===== src/design/ehcvd_pkg.sv =====
// ----------------------------------------------------------------------------
// ehcvd_pkg: shared types and constants of the clause varint decoder
// Byte layout constants, the accumulator state and the per-byte step result.
// ----------------------------------------------------------------------------
`timescale 1ns / 1ps
`default_nettype none

package ehcvd_pkg;

    // Byte layout: bits 6..0 carry data, bit 7 marks continuation
    localparam int unsigned DATA_W   = 7;
    localparam int unsigned CONT_BIT = 7;

    // At most five bytes of one varint carry data; the fifth keeps four bits
    localparam logic [2:0] MAX_BYTES = 3'd5;
    localparam logic [2:0] LAST_POS  = 3'd4;

    // Record byte count saturates here
    localparam logic [7:0] BYTES_SAT = 8'd255;

    // Fields carried by one result
    localparam int unsigned OUT_FIELDS = 6;

    // Varint being decoded
    typedef struct packed {
        logic [31:0] value;
        logic [2:0]  pos;
    } ehcvd_acc_t;

    // Outcome of folding one byte into the accumulator
    typedef struct packed {
        ehcvd_acc_t acc;
        logic       over_hit;
        logic       done;
    } ehcvd_step_t;

endpackage : ehcvd_pkg

`default_nettype wire


===== src/design/ehcvd_if.sv =====
// ----------------------------------------------------------------------------
// ehcvd_if: valid/ready channels of the clause varint decoder
// Byte request channel and clause result channel.
// ----------------------------------------------------------------------------
`timescale 1ns / 1ps
`default_nettype none

interface ehcvd_byte_if;
    logic       valid;
    logic       ready;
    logic [7:0] byte_in;

    modport source (output valid, output byte_in, input ready);
    modport sink   (input valid, input byte_in, output ready);
endinterface : ehcvd_byte_if

interface ehcvd_clause_if;
    logic        valid;
    logic        ready;
    logic [31:0] clause_flags;
    logic [31:0] try_offset;
    logic [31:0] try_length;
    logic [31:0] handler_offset;
    logic [31:0] handler_length;
    logic [31:0] filter_offset;
    logic [7:0]  bytes_used;
    logic        overlong;

    modport source (
        output valid, input ready,
        output clause_flags, output try_offset, output try_length,
        output handler_offset, output handler_length, output filter_offset,
        output bytes_used, output overlong
    );
    modport sink (
        input valid, output ready,
        input clause_flags, input try_offset, input try_length,
        input handler_offset, input handler_length, input filter_offset,
        input bytes_used, input overlong
    );
endinterface : ehcvd_clause_if

`default_nettype wire


===== src/design/ehcvd_step.sv =====
// ----------------------------------------------------------------------------
// ehcvd_step: fold one LEB128 byte into the varint accumulator
// Places the seven data bits at 7*pos, flags data past bit 31 or a sixth byte.
// ----------------------------------------------------------------------------
`timescale 1ns / 1ps
`default_nettype none

module ehcvd_step
    import ehcvd_pkg::*;
(
    input  wire logic [7:0] byte_in,
    input  wire ehcvd_acc_t acc,
    output ehcvd_step_t     step
);

    logic [DATA_W-1:0] data;
    logic [31:0]       shifted;

    assign data = byte_in[DATA_W-1:0];

    // Position the data bits for the current byte slot
    always_comb
    begin
        unique case (acc.pos)
            3'd0:    shifted = {25'b0, data};
            3'd1:    shifted = {18'b0, data, 7'b0};
            3'd2:    shifted = {11'b0, data, 14'b0};
            3'd3:    shifted = {4'b0, data, 21'b0};
            3'd4:    shifted = {data[3:0], 28'b0};
            default: shifted = '0;
        endcase
    end

    // Accumulate, advance the position, flag overlong input
    always_comb
    begin
        step.acc      = acc;
        step.over_hit = 1'b0;
        step.done     = ~byte_in[CONT_BIT];
        if (acc.pos < MAX_BYTES)
        begin
            step.acc.value = acc.value | shifted;
            step.acc.pos   = acc.pos + 3'd1;
            if (acc.pos == LAST_POS && data[6:4] != 3'b0)
            begin
                step.over_hit = 1'b1;
            end
        end
        else
        begin
            step.over_hit = 1'b1;
        end
    end

endmodule : ehcvd_step

`default_nettype wire


===== src/design/eh_clause_varint_decoder.sv =====
// ----------------------------------------------------------------------------
// eh_clause_varint_decoder: exception clause LEB128 decoder
// Decodes NUM_FIELDS unsigned varints per clause and emits one clause record.
// ----------------------------------------------------------------------------
// Usage:
//   bytes   : one encoded byte per request (valid/ready); bit 7 = continuation.
//   clauses : one record per clause once the last varint of the clause ends:
//             six fields, bytes_used (saturating at 255) and overlong.
//   Throughput is one byte per cycle while bytes.ready stays high. Each
//   accepted byte lands in an input register and is folded into the
//   accumulator from there, and the final byte of a clause loads its record.
//   The record sits in an output register; bytes keep flowing while it
//   waits. Only a final byte that would close a new clause while the
//   previous record is still unread holds the input register, and then
//   bytes.ready drops until clauses.ready frees the output register.
//   Reset (rst_n low) empties both registers and restarts at the first
//   varint of a fresh clause; no clearing pass is needed.
//   Data above bit 31 or beyond a fifth byte of one varint is dropped and
//   sets overlong for that clause.
// ----------------------------------------------------------------------------
`timescale 1ns / 1ps
`default_nettype none

module eh_clause_varint_decoder
    import ehcvd_pkg::*;
#(
    parameter int unsigned NUM_FIELDS = 6
)
(
    input  wire logic        clk,
    input  wire logic        rst_n,
    ehcvd_byte_if.sink       bytes,
    ehcvd_clause_if.source   clauses
);

    localparam int unsigned FIDX_W = (NUM_FIELDS > 1) ? $clog2(NUM_FIELDS) : 1;
    localparam int unsigned DONE_N = (NUM_FIELDS > 1) ? NUM_FIELDS - 1 : 1;
    localparam logic [FIDX_W-1:0] LAST_FIELD = FIDX_W'(NUM_FIELDS - 1);

    // Input register
    logic       in_valid_reg;
    logic [7:0] in_byte_reg;

    // Decode state
    ehcvd_acc_t        acc_reg;
    logic [FIDX_W-1:0] field_index_reg;
    logic [31:0]       done_reg [DONE_N];
    logic [7:0]        record_bytes_reg;
    logic              overlong_reg;

    // Output register
    logic        out_valid_reg;
    logic [31:0] out_field_reg [OUT_FIELDS];
    logic [7:0]  out_bytes_reg;
    logic        out_over_reg;

    ehcvd_step_t step;
    logic        last_field;
    logic        clause_end;
    logic        out_free;
    logic        advance;
    logic [7:0]  record_bytes_next;
    logic        overlong_next;
    logic [31:0] field_next [OUT_FIELDS];

    ehcvd_step u_step (
        .byte_in (in_byte_reg),
        .acc     (acc_reg),
        .step    (step)
    );

    // Handshake control
    assign last_field = (field_index_reg == LAST_FIELD);
    assign clause_end = in_valid_reg && step.done && last_field;
    assign out_free   = !out_valid_reg || clauses.ready;
    assign advance    = in_valid_reg && (!clause_end || out_free);
    assign bytes.ready = !in_valid_reg || advance;

    assign record_bytes_next = (record_bytes_reg < BYTES_SAT) ?
                               record_bytes_reg + 8'd1 : record_bytes_reg;
    assign overlong_next     = overlong_reg | step.over_hit;

    // Map stored fields and the closing varint onto the record
    for (genvar k = 0; k < OUT_FIELDS; k++)
    begin : g_field
        if (k < NUM_FIELDS - 1)
        begin : g_done
            assign field_next[k] = done_reg[k];
        end
        else if (k == NUM_FIELDS - 1)
        begin : g_cur
            assign field_next[k] = step.acc.value;
        end
        else
        begin : g_zero
            assign field_next[k] = '0;
        end
    end

    // Capture an incoming byte request
    always_ff @(posedge clk or negedge rst_n)
    begin
        if (!rst_n)
        begin
            in_valid_reg <= 1'b0;
        end
        else if (bytes.ready)
        begin
            in_valid_reg <= bytes.valid;
        end
    end

    always_ff @(posedge clk)
    begin
        if (bytes.ready && bytes.valid)
        begin
            in_byte_reg <= bytes.byte_in;
        end
    end

    // Advance the decode state
    always_ff @(posedge clk or negedge rst_n)
    begin
        if (!rst_n)
        begin
            acc_reg          <= '0;
            field_index_reg  <= '0;
            record_bytes_reg <= '0;
            overlong_reg     <= 1'b0;
        end
        else if (advance)
        begin
            if (clause_end)
            begin
                acc_reg          <= '0;
                field_index_reg  <= '0;
                record_bytes_reg <= '0;
                overlong_reg     <= 1'b0;
            end
            else if (step.done)
            begin
                acc_reg          <= '0;
                field_index_reg  <= field_index_reg + FIDX_W'(1);
                record_bytes_reg <= record_bytes_next;
                overlong_reg     <= overlong_next;
            end
            else
            begin
                acc_reg          <= step.acc;
                record_bytes_reg <= record_bytes_next;
                overlong_reg     <= overlong_next;
            end
        end
    end

    // Store each completed varint of the clause
    for (genvar i = 0; i < DONE_N; i++)
    begin : g_done_store
        always_ff @(posedge clk)
        begin
            if (advance && step.done && !last_field &&
                field_index_reg == FIDX_W'(i))
            begin
                done_reg[i] <= step.acc.value;
            end
        end
    end

    // Hold the record until the receiver takes it
    always_ff @(posedge clk or negedge rst_n)
    begin
        if (!rst_n)
        begin
            out_valid_reg <= 1'b0;
        end
        else if (advance && clause_end)
        begin
            out_valid_reg <= 1'b1;
        end
        else if (clauses.ready)
        begin
            out_valid_reg <= 1'b0;
        end
    end

    always_ff @(posedge clk)
    begin
        if (advance && clause_end)
        begin
            out_field_reg <= field_next;
            out_bytes_reg <= record_bytes_next;
            out_over_reg  <= overlong_next;
        end
    end

    assign clauses.valid          = out_valid_reg;
    assign clauses.clause_flags   = out_field_reg[0];
    assign clauses.try_offset     = out_field_reg[1];
    assign clauses.try_length     = out_field_reg[2];
    assign clauses.handler_offset = out_field_reg[3];
    assign clauses.handler_length = out_field_reg[4];
    assign clauses.filter_offset  = out_field_reg[5];
    assign clauses.bytes_used     = out_bytes_reg;
    assign clauses.overlong       = out_over_reg;

`ifndef SYNTHESIS
    // A record is loaded only into a free output register
    a_no_overwrite: assert property (@(posedge clk) disable iff (!rst_n)
        (advance && clause_end) |-> out_free)
        else $error("record loaded over an unread record");

    // Closing a clause restarts the decode state
    a_clause_restart: assert property (@(posedge clk) disable iff (!rst_n)
        (advance && clause_end) |=>
            (field_index_reg == '0 && record_bytes_reg == '0 &&
             !overlong_reg && acc_reg.pos == '0))
        else $error("decode state not cleared after clause");

    // Byte position never passes the five-byte limit
    a_pos_limit: assert property (@(posedge clk) disable iff (!rst_n)
        acc_reg.pos <= MAX_BYTES)
        else $error("byte position out of range");

    // Field index stays within the clause
    a_field_limit: assert property (@(posedge clk) disable iff (!rst_n)
        field_index_reg <= LAST_FIELD)
        else $error("field index out of range");
`endif

endmodule : eh_clause_varint_decoder

`default_nettype wire

===== src/flat_wrapper.sv =====
// flat-port wrapper written by rule: the top's interface ports become plain ports
module eh_clause_varint_decoder_flat import ehcvd_pkg::*;
#(
    parameter int unsigned NUM_FIELDS = 6
)
  (clk, rst_n, bytes_valid, bytes_byte_in, bytes_ready, clauses_valid, clauses_ready, clauses_clause_flags, clauses_try_offset, clauses_try_length, clauses_handler_offset, clauses_handler_length, clauses_filter_offset, clauses_bytes_used, clauses_overlong);
  ehcvd_byte_if bytes_i ();
  ehcvd_clause_if clauses_i ();
  input  wire logic clk;
  input  wire logic rst_n;
  input wire logic [$bits(bytes_i.valid)-1:0] bytes_valid;
  input wire logic [$bits(bytes_i.byte_in)-1:0] bytes_byte_in;
  output wire logic [$bits(bytes_i.ready)-1:0] bytes_ready;
  output wire logic [$bits(clauses_i.valid)-1:0] clauses_valid;
  input wire logic [$bits(clauses_i.ready)-1:0] clauses_ready;
  output wire logic [$bits(clauses_i.clause_flags)-1:0] clauses_clause_flags;
  output wire logic [$bits(clauses_i.try_offset)-1:0] clauses_try_offset;
  output wire logic [$bits(clauses_i.try_length)-1:0] clauses_try_length;
  output wire logic [$bits(clauses_i.handler_offset)-1:0] clauses_handler_offset;
  output wire logic [$bits(clauses_i.handler_length)-1:0] clauses_handler_length;
  output wire logic [$bits(clauses_i.filter_offset)-1:0] clauses_filter_offset;
  output wire logic [$bits(clauses_i.bytes_used)-1:0] clauses_bytes_used;
  output wire logic [$bits(clauses_i.overlong)-1:0] clauses_overlong;
  assign bytes_i.valid = bytes_valid;
  assign bytes_i.byte_in = bytes_byte_in;
  assign bytes_ready = bytes_i.ready;
  assign clauses_valid = clauses_i.valid;
  assign clauses_i.ready = clauses_ready;
  assign clauses_clause_flags = clauses_i.clause_flags;
  assign clauses_try_offset = clauses_i.try_offset;
  assign clauses_try_length = clauses_i.try_length;
  assign clauses_handler_offset = clauses_i.handler_offset;
  assign clauses_handler_length = clauses_i.handler_length;
  assign clauses_filter_offset = clauses_i.filter_offset;
  assign clauses_bytes_used = clauses_i.bytes_used;
  assign clauses_overlong = clauses_i.overlong;
  eh_clause_varint_decoder #(.NUM_FIELDS(NUM_FIELDS)) u_core (.clk(clk), .rst_n(rst_n), .bytes(bytes_i), .clauses(clauses_i));
endmodule

===== config.mk =====
export PLATFORM = sky130hd
export DESIGN_NAME = eh_clause_varint_decoder_flat
export DESIGN_NICKNAME = d
export VERILOG_FILES = /design/src/design/ehcvd_pkg.sv /design/src/design/ehcvd_if.sv /design/src/design/ehcvd_step.sv /design/src/design/eh_clause_varint_decoder.sv /design/src/flat_wrapper.sv
export SDC_FILE = /design/constraint.sdc
export NUM_CORES = 1
export LEC_CHECK = 0
export ABC_AREA = 0
export BUFFER_PORTS_ARGS = -buffer_cell sky130_fd_sc_hd__buf_2
export CAP_MARGIN = 20
export CORE_ASPECT_RATIO = 1.25
export CORE_MARGIN = 10
export CORE_UTILIZATION = 56
export DETAILED_ROUTE_END_ITERATION = 6
export PLACE_DENSITY_LB_ADDON = 0.12
export SKIP_LAST_GASP = 1
export SLEW_MARGIN = 10
export SYNTH_ARGS = -nofsm -noshare
export SYNTH_HDL_FRONTEND = slang
export SYNTH_HIERARCHICAL = 1
export SYNTH_SLANG_ARGS = --single-unit

===== constraint.sdc =====
create_clock -name clk -period 13.7 [get_ports clk]
set_clock_uncertainty 0.1 [all_clocks]
set_input_delay 2.74 -clock clk [delete_from_list [all_inputs] [get_ports clk]]
set_output_delay 2.74 -clock clk [all_outputs]
set_load 0.05 [all_outputs]

== Word-level counts from Yosys, hierarchy flattened ==
Memories as Yosys holds them, arrays and structs flattened. A register that Yosys moved wholly into a read port is not among the register bits.
Cells that the tools add are included.

* Bits in registers: 98
* Memory bits (writable): 160
* Input port bits: 12
* Output and inout port bits: 203
* Word-level logic and storage cells: 96
* Memories kept: 1

{| class="wikitable"
|+ Memories
! name !! depth !! width !! read ports !! clocked after Yosys merged registers in !! wr ports !! line !! RTL
|-
| u_core.done_reg || 5 || 32 || 5 || 5 || 1 || eh_clause_varint_decoder.sv:47 || <nowiki>logic [31:0] done_reg [DONE_N];</nowiki>
|}

* $add $sub $neg: 3
* Order comparisons: 2
* Eq/ne operators: 11
* Multiplexer cells: 35
* Bitwise gates (word level): 3
* Reductions and logical operators: 30

{| class="wikitable"
|+ Operator list
! kind !! number
|-
| case mux 32 bit (5 select lines) || 1
|-
| two-way mux 32 bit || 4
|-
| OR reduction 32 bit || 4
|-
| two-way mux 35 bit || 3
|-
| bitwise OR 32 bit || 1
|-
| two-way mux 1 bit || 19
|-
| two-way mux 3 bit || 6
|-
| two-way mux 8 bit || 2
|-
| logical AND 1 bit || 13
|-
| equality test 3 x 2 -> 1 bit (second input constant) || 4
|-
| equality test 3 bit (second input constant) || 3
|-
| adder 8 x 1 -> 8 bit (second input constant) || 1
|-
| < comparator 8 bit (second input constant) || 1
|-
| adder 3 x 1 -> 3 bit (second input constant) || 2
|-
| equality test 3 x 1 -> 1 bit (second input constant) || 2
|-
| logical NOT 3 bit || 2
|-
| logical NOT 1 bit || 4
|-
| AND reduction 2 bit || 2
|-
| logical OR 1 bit || 3
|-
| < comparator 3 bit (second input constant) || 1
|-
| != test 3 bit (second input constant) || 1
|-
| nonzero test 3 bit || 1
|-
| != test 2 bit (second input constant) || 1
|-
| nonzero test 2 bit || 1
|-
| other kinds (2) || 2
|}

== Longest topological paths before layout ==
Gate-level depths: netlist of the first run.

* Word-level depth: 16
* Gate-level depth with buffers: 8
* Gate-level depth less buffers: 6

== Modules after synthesis ==
The synthesis of the first run kept the hierarchy.

{| class="wikitable"
|+ Modules (own cells, without submodules)
! module !! instances !! cells an instance !! area each (um^2) !! sequential area each (um^2)
|-
| eh_clause_varint_decoder || 1 || 633 || 13,486.7 || 12,306.8
|-
| ehcvd_step || 1 || 55 || 435.4 || 0.0
|}

== Least setup slack after synthesis of the first run ==
No wires, ideal clock.

* Path type: input port to flip-flop
* Start: input port clauses_ready
* End: register u_core.out_bytes_reg[0], in the netlist u_core/clauses.bytes_used[0] (enable)
* Setup time: 0.787 ns
* Data arrival time: 11.772 ns
* Required time: 12.813 ns
* Path slack: 1.040 ns
* Cell stages on the path: 2
* Buffers on the path: 0
* Cell sequence: nand2b_1 nor2b_1

* Longest elaborated chain between the ends: 4

{| class="wikitable"
|+ Ends and longest elaborated chain
! element !! line !! RTL
|-
| from (decl) || flat_wrapper.sv:15 || <nowiki>input wire logic [$bits(clauses_i.ready)-1:0] clauses_ready;</nowiki>
|-
| logical OR 1 bit || eh_clause_varint_decoder.sv:75 || <nowiki>assign out_free = !out_valid_reg || clauses.ready;</nowiki>
|-
| logical OR 1 bit || eh_clause_varint_decoder.sv:76 || <nowiki>assign advance = in_valid_reg && (!clause_end || out_free);</nowiki>
|-
| logical AND 1 bit || eh_clause_varint_decoder.sv:76 ||
|-
| logical AND 1 bit || eh_clause_varint_decoder.sv:188 || <nowiki>if (advance && clause_end)</nowiki>
|-
| to (signal assigned) || eh_clause_varint_decoder.sv:191 || <nowiki>out_bytes_reg <= record_bytes_next;</nowiki>
|-
| to (decl) || eh_clause_varint_decoder.sv:54 || <nowiki>logic [7:0] out_bytes_reg;</nowiki>
|}

Every way passes these cells.
A chain may end at the register's enable or synchronous reset.

== Worst setup path in the final report of the first run ==
* Start: input port clauses_ready
* End: output port bytes_ready

* Longest elaborated chain between the ends: 4

{| class="wikitable"
|+ Ends and longest elaborated chain
! element !! line !! RTL
|-
| logical OR 1 bit || eh_clause_varint_decoder.sv:75 ||
|-
| logical OR 1 bit || eh_clause_varint_decoder.sv:76 ||
|-
| logical AND 1 bit || eh_clause_varint_decoder.sv:76 ||
|-
| logical OR 1 bit || eh_clause_varint_decoder.sv:77 || <nowiki>assign bytes.ready = !in_valid_reg || advance;</nowiki>
|-
| to (decl) || flat_wrapper.sv:13 || <nowiki>output wire logic [$bits(bytes_i.ready)-1:0] bytes_ready;</nowiki>
|}

Every way passes these cells.

==> flow_metrics.env, run 1 <==
export IMPL_post_cts_buffers=0
export IMPL_grt_pass1_wl_um=41200
export IMPL_detail_route_antenna_nets=0
export IMPL_crit_chain="buf_2, nand2b_1, nor2_1, inv_1, buf_2"
export IMPL_wl_per_cell_um=20.8
export IMPL_wl_um=27000
export IMPL_final_max_slew_violation_count=0
export IMPL_cts_buffers_inserted=38
export IMPL_synthesis_area_um2=13900
export IMPL_initial_utilization_pct=56.8
export IMPL_rows=64
export IMPL_power_density_nw_per_um2=172
export IMPL_use_met2_pct=30.0
export IMPL_ios=215
export IMPL_final_cell_area_um2=16700
export IMPL_clkSinkCount=418
export IMPL_synthesis_nets=711
export IMPL_cp_start_kind="input port"
export IMPL_num_vias=6781
export IMPL_yosysUniqueCellTypes=46
export IMPL_layout_drive_gt1_share_pct=31.8
export IMPL_fin_nets=959
export IMPL_grt_usage_pct=16.9
export IMPL_cts_tree="built"
export IMPL_placed_cell_area_um2=15400
export IMPL_relSlewSlack_pct=24.9
export IMPL_clockRootBuffer="clkbuf_16"
export IMPL_synth_cells=688
export IMPL_hold_violations=0
export IMPL_synth_top_cell_area_share_pct=79.6
export IMPL_synth_main_ff_cell="edfxtp_1"
export IMPL_synth_seq_area_share_pct=88.4
export IMPL_vias_per_cell=5.24
export IMPL_dieArea_um2=31600
export IMPL_n_fill_cell=1629
export IMPL_timing_fmax_mhz=154
export IMPL_gp_congestion=0.831
export IMPL_clkSlewWorstSetupHoldPaths_ns=0.06
export IMPL_hold_ws_ns=0.315
export IMPL_synth_common_cells="369 x edfxtp_1, 92 x nand2_1, 49 x dfrtp_1"
export IMPL_max_cap_violations=0
export IMPL_met3_usage_pct=3.94
export IMPL_finalSetupViolations=0
export IMPL_first_pass_iters=5
export IMPL_synth_edf_count=369
export IMPL_fin_tns_setup_ns=0
export IMPL_die_x_um=161
export IMPL_cp_top_family="simple AND/OR/NAND/NOR gates"
export IMPL_worstPathRequired_ns=10.86
export IMPL_diodes=0
export IMPL_synthArstFlopShare_pct=11.7
export IMPL_die_h_um=196
export IMPL_slowest_delay_ns=0.24
export IMPL_grt_busiest_layer="met2"
export IMPL_cts_resized=0
export IMPL_rsz0062_at_grt="false"
export IMPL_grt_pass1_vias=7096
export IMPL_cts_buffer_depth=3
export IMPL_crit_path_end_kind="output port"
export IMPL_cp_max_fo=5
export IMPL_largest_register_ffs=160
export IMPL_crit_slowest_cell="nor2_1"
export IMPL_synth_top_area_cell="edfxtp_1"
export IMPL_grt_start_max_net_pins=86
export IMPL_synth_top_cells_by_area="edfxtp_1 80%, dfrtp_1 8.8%, nand2_1 2.5%, nand3b_1 1.9%, a21o_1 1.5%"
export IMPL_path_class="in -> out"
export IMPL_critical_path_buf_inv_count=3
export IMPL_min_period_ns=6.48
export IMPL_core_area_um2=24500
export IMPL_finalPower_w=0.00287
export IMPL_worst_endpoint_arrival_ns=3.64
export IMPL_gr_total_overflow=0
export IMPL_port_buffers=214
export IMPL_p_leak_nw=6.46
export IMPL_yosysMostFrequentCell="edfxtp_1"
export IMPL_ys_warn_count=6
export IMPL_ys_seq_elements=418
export IMPL_cts_hold_buffers=0
export IMPL_max_slew_worst_pin_slew_ns=1.12
export IMPL_hold_class="reg -> reg"
export IMPL_dp_hpwl_um=17700
export IMPL_avgSynthCellArea_um2=20.2
export IMPL_grtUsageMet1_pct=19.4
export IMPL_syn2layout_area_growth_pct=19.9
export IMPL_drt_iter0_drc=416
export IMPL_status="finished, final reports clean"
export IMPL_critical_path_most_common_cell="buf_2"
export IMPL_period_share_pct=47.3
export IMPL_htreeDepth=2
export IMPL_antenna_found_initial=0
export IMPL_clk_latency_ns=0.52
export IMPL_peakVddDrop_mv=0.105
export IMPL_drc=0
cell usage in the layout, fill, tap and decap left out, types with 2 or more instances in the layout:
master / netlist / routed
nand3b_1: 35 / 35
nand2b_1: 2 / 2
a22o_1: 3 / 3
a21o_1: 28 / 28
inv_1: 10 / 10
clkinv_2: 0 / 8
o21ai_1: 2 / 2
bufinv_16: 0 / 3
buf_2: 6 / 214
nor3b_2: 0 / 3
a21oi_1: 7 / 7
dfrtp_1: 49 / 48
a31o_2: 7 / 7
o21ai_0: 6 / 6
o211ai_1: 2 / 2
or2_2: 2 / 2
clkinvlp_4: 0 / 2
clkinv_1: 0 / 8
nor2b_2: 3 / 3
clkbuf_16: 0 / 41
a31oi_1: 3 / 3
nand2_1: 92 / 92
nor2b_1: 3 / 2
nand4_1: 3 / 3
edfxtp_1: 369 / 369
clkbuf_1: 6 / 7
nand3_1: 3 / 3
ha_1: 11 / 11
buf_4: 3 / 11
nor2_1: 7 / 6
final timing paths:
check | startpoint | to | slack, ns | depth (start not counted)
min in group asynchronous | rst_n | u_core/record_bytes_reg[7] | 2.02 | 1
worst max register to register | u_core/in_byte_reg[7] | u_core/clauses.try_length[12] | 9.83 | 4
worst min register to register | u_core/done_reg[0][134] | u_core/clauses.handler_length[6] | 0.32 | 0
max in group asynchronous | rst_n | u_core/acc_reg[23] | 10.96 | 2
worst min-delay path | u_core/done_reg[0][134] | u_core/clauses.handler_length[6] | 0.32 | 0
worst max-delay path | clauses_ready | bytes_ready | 7.22 | 5
cells by family after synthesis:
group | count (synthesis) | synth area share, %
buffers and inverters | 28 | 0.944
adder cells (fa/ha/maj) | 11 | 0.989
AO/OA/AOI/OAI | 65 | 3.33
XOR/XNOR | 2 | 0.126
flip-flops | 418 | 88.4
AND/OR/NAND/NOR | 163 | 6.14
multiplexers | 1 | 0.0719
where the power goes:
group	total [W]	internal [W]	switching, W
Sequential	0.00157	0.00152	0.0000456
Clock	0.00102	0.000601	0.000422
Combinational	0.000279	0.0000679	0.000212
Total	0.00287	0.00219	0.000679
metal layers:
metal / up-vias / part of all wire, % / wire (um)
li1: 3111 / - / -
met1: 3398 / 38 / 10200
met2: 214 / 53 / 14400
met3: 58 / 5.8 / 1570
met4: 0 / 3.0 / 801
met5: - / 0 / 0
stage by stage:
stage               setup WS, ns  instances  util, %
finish                      7.22       1295     68.1
global route                7.19       1295     68.1
CTS                         7.23       1294     68.0
detailed placement          7.24       1225     63.0
floorplan                   1.04        688        -
global placement            7.27       1225     63.0
cell type report:
type,count,area [um^2],share of cell area (%)
sequential,418,12300,73.8
multi-input combinational,242,1530,9.15
timing repair buffer,226,1170,7.03
clock buffer,48,1050,6.31
tap,330,413,2.47
clock inverter,21,175,1.05
inverter,10,37.5,0.225
(Power assumes the default switching activity.)
==> inputs of run 2 (changes only) <==
ABC_AREA = 1   (was 0)
clock period = 6.5 ns   (was 13.7 ns; I/O delays follow)
==> flow_metrics.env, run 2 <==
export IMPL_grt_pass1_wl_um=40700
export IMPL_max_cap_violations=0
export IMPL_core_area_um2=24500
export IMPL_n_fill_cell=1673
export IMPL_port_buffers=214
export IMPL_period_share_pct=54.0
export IMPL_largest_register_ffs=160
export IMPL_rsz0062_at_grt="false"
export IMPL_cts_tree="built"
export IMPL_gp_congestion=0.800
export IMPL_yosysUniqueCellTypes=28
export IMPL_synth_top_area_cell="edfxtp_1"
export IMPL_cts_hold_buffers=0
export IMPL_synth_top_cells_by_area="edfxtp_1 79%, dfrtp_1 8.8%, nand2_1 3.9%, nand3_1 1.9%, inv_1 1.3%"
export IMPL_cts_buffer_depth=3
export IMPL_drt_iter0_drc=428
export IMPL_clkSlewWorstSetupHoldPaths_ns=0.06
export IMPL_fin_nets=1031
export IMPL_die_h_um=196
export IMPL_hold_violations=0
export IMPL_ys_warn_count=6
export IMPL_cp_start_kind="input port"
export IMPL_ios=215
export IMPL_layout_drive_gt1_share_pct=29.7
export IMPL_worstPathRequired_ns=5.10
export IMPL_clockRootBuffer="clkbuf_16"
export IMPL_synth_common_cells="369 x edfxtp_1, 146 x nand2_1, 53 x nand3_1"
export IMPL_ff2ff_path_depth=7
export IMPL_detail_route_antenna_nets=0
export IMPL_synth_main_ff_cell="edfxtp_1"
export IMPL_wl_um=26200
export IMPL_diodes=0
export IMPL_min_period_ns=3.51
export IMPL_route_met2_wl_um=12900
export IMPL_power_density_nw_per_um2=362
export IMPL_num_vias=6722
export IMPL_first_pass_iters=6
export IMPL_die_x_um=161
export IMPL_path_class="in -> out"
export IMPL_dp_hpwl_um=16800
export IMPL_yosysMostFrequentCell="edfxtp_1"
export IMPL_timing_fmax_mhz=285
export IMPL_r2r_start="u_core/field_index_reg[1]"
export IMPL_synthesis_area_um2=13900
export IMPL_syn2layout_area_growth_pct=20.6
export IMPL_ys_seq_elements=418
export IMPL_grt_pass1_vias=6884
export IMPL_multiInputGateArea_um2=1410
export IMPL_final_cell_mix="369 x edfxtp_1, 214 x buf_2, 146 x nand2_1"
export IMPL_clkSinkCount=418
export IMPL_relSlewSlack_pct=45.2
export IMPL_cp_max_fo=4
export IMPL_min_from="u_core/done_reg[0][39]"
export IMPL_cts_buffers_inserted=38
export IMPL_hold_class="reg -> reg"
export IMPL_worst_endpoint_arrival_ns=2.11
export IMPL_setup_reg_to_reg_worst_slack_ns=4.12
export IMPL_synth_cells=751
export IMPL_min_to="u_core/clauses.try_offset[7]"
export IMPL_dieArea_um2=31700
export IMPL_clk_latency_ns=0.52
export IMPL_grt_usage_pct=16.5
export IMPL_synthesis_nets=774
export IMPL_final_max_slew_violation_count=0
export IMPL_gr_total_overflow=0
export IMPL_final_common_cell="edfxtp_1"
export IMPL_post_cts_buffers=0
export IMPL_finalSetupViolations=0
export IMPL_vias_per_cell=4.92
export IMPL_synthArstFlopShare_pct=11.7
export IMPL_avgSynthCellArea_um2=18.6
export IMPL_worstReg2RegEnd="u_core/clauses.handler_offset[9]"
export IMPL_register_area_um2=12300
export IMPL_top_layer="met4"
export IMPL_p_leak_nw=6.55
export IMPL_wl_per_cell_um=19.2
export IMPL_status="finished, final reports clean"
export IMPL_wl_met3_um=1940
export IMPL_worstSetupStartpoint="clauses_ready"
export IMPL_finalPower_w=0.00609
export IMPL_htreeDepth=2
export IMPL_wl_met1_um=10900
export IMPL_antenna_found_initial=0
export IMPL_crit_path_end_kind="output port"
export IMPL_fin_tns_setup_ns=0
export IMPL_grt_start_max_net_pins=106
export IMPL_synth_edf_count=369
export IMPL_peakVddDrop_mv=0.227
export IMPL_cts_resized=0
export IMPL_initial_utilization_pct=56.9
export IMPL_synth_seq_area_share_pct=88.3
export IMPL_max_slew_worst_pin_slew_ns=0.823
export IMPL_drc=0
export IMPL_rows=64
export IMPL_final_core_util_pct=68.6
export IMPL_hold_depth=0
export IMPL_synth_top_cell_area_share_pct=79.5
run 2: worst max-delay path, stage by stage:
cell,delay (ns)
buf_2,0.10
nor2_1,0.33
nand2_4,0.13
buf_2,0.24
run 2: cell families after synthesis:
family | synth area share (%)
adder cells (fa/ha/maj) | 0.987
AND/OR/NAND/NOR | 7.13
flip-flops | 88.3
buffers and inverters | 1.92
AO/OA/AOI/OAI | 1.70
run 2: final cells by class:
class,count,area share (%)
well taps,330,2.46
flip-flops and latches,418,73.2
repair buffers,228,7.26
multi-input cells,271,8.38
clock buffers,48,6.26
clock inverters,21,1.30
inverters,51,1.15
run 2: how the worst max path moves through the flow:
| stage | end | slack (ns) | cells after the start |
|---|---|---|---|
| after floorplan | u_core/clauses.bytes_used[0] | 1.59 | 2 |
| after global placement | bytes_ready | 3.00 | 4 |
| after detailed placement | u_core/clauses.handler_offset[14] | 2.97 | 4 |
| after CTS | bytes_ready | 2.98 | 4 |
| after global routing | bytes_ready | 2.92 | 4 |
| final | bytes_ready | 2.99 | 4 |
run 2: power by group:
| group | leakage (nW) | switching, W | internal [W] | total [W] |
|---|---|---|---|---|
| clock | 0.614 | 0.000913 | 0.00131 | 0.00223 |
| combinational | 1.90 | 0.000470 | 0.000127 | 0.000597 |
| sequential | 4.03 | 0.0000756 | 0.00319 | 0.00327 |
run 2: per-stage QoR:
stage | worst slack, ns | hold slack [ns] | instances | cell area (um^2)
after global routing | 2.92 | 0.321 | 1367 | 16800
after floorplan | 1.59 | 0.300 | 751 | 14000
final | 2.99 | 0.314 | 1367 | 16800
after CTS | 2.98 | 0.317 | 1366 | 16800
after detailed placement | 2.97 | 0.305 | 1297 | 15500
after global placement | 3.00 | 0.301 | 1296 | 15500
run 2: per-layer routing:
| metal | vias up | GRT usage, % |
|---|---|---|
| met5 | - | 0 |
| met2 | 206 | 27.0 |
| met3 | 40 | 4.86 |
| li1 | 3227 | - |
| met1 | 3249 | 21.2 |
| met4 | 0 | 4.83 |
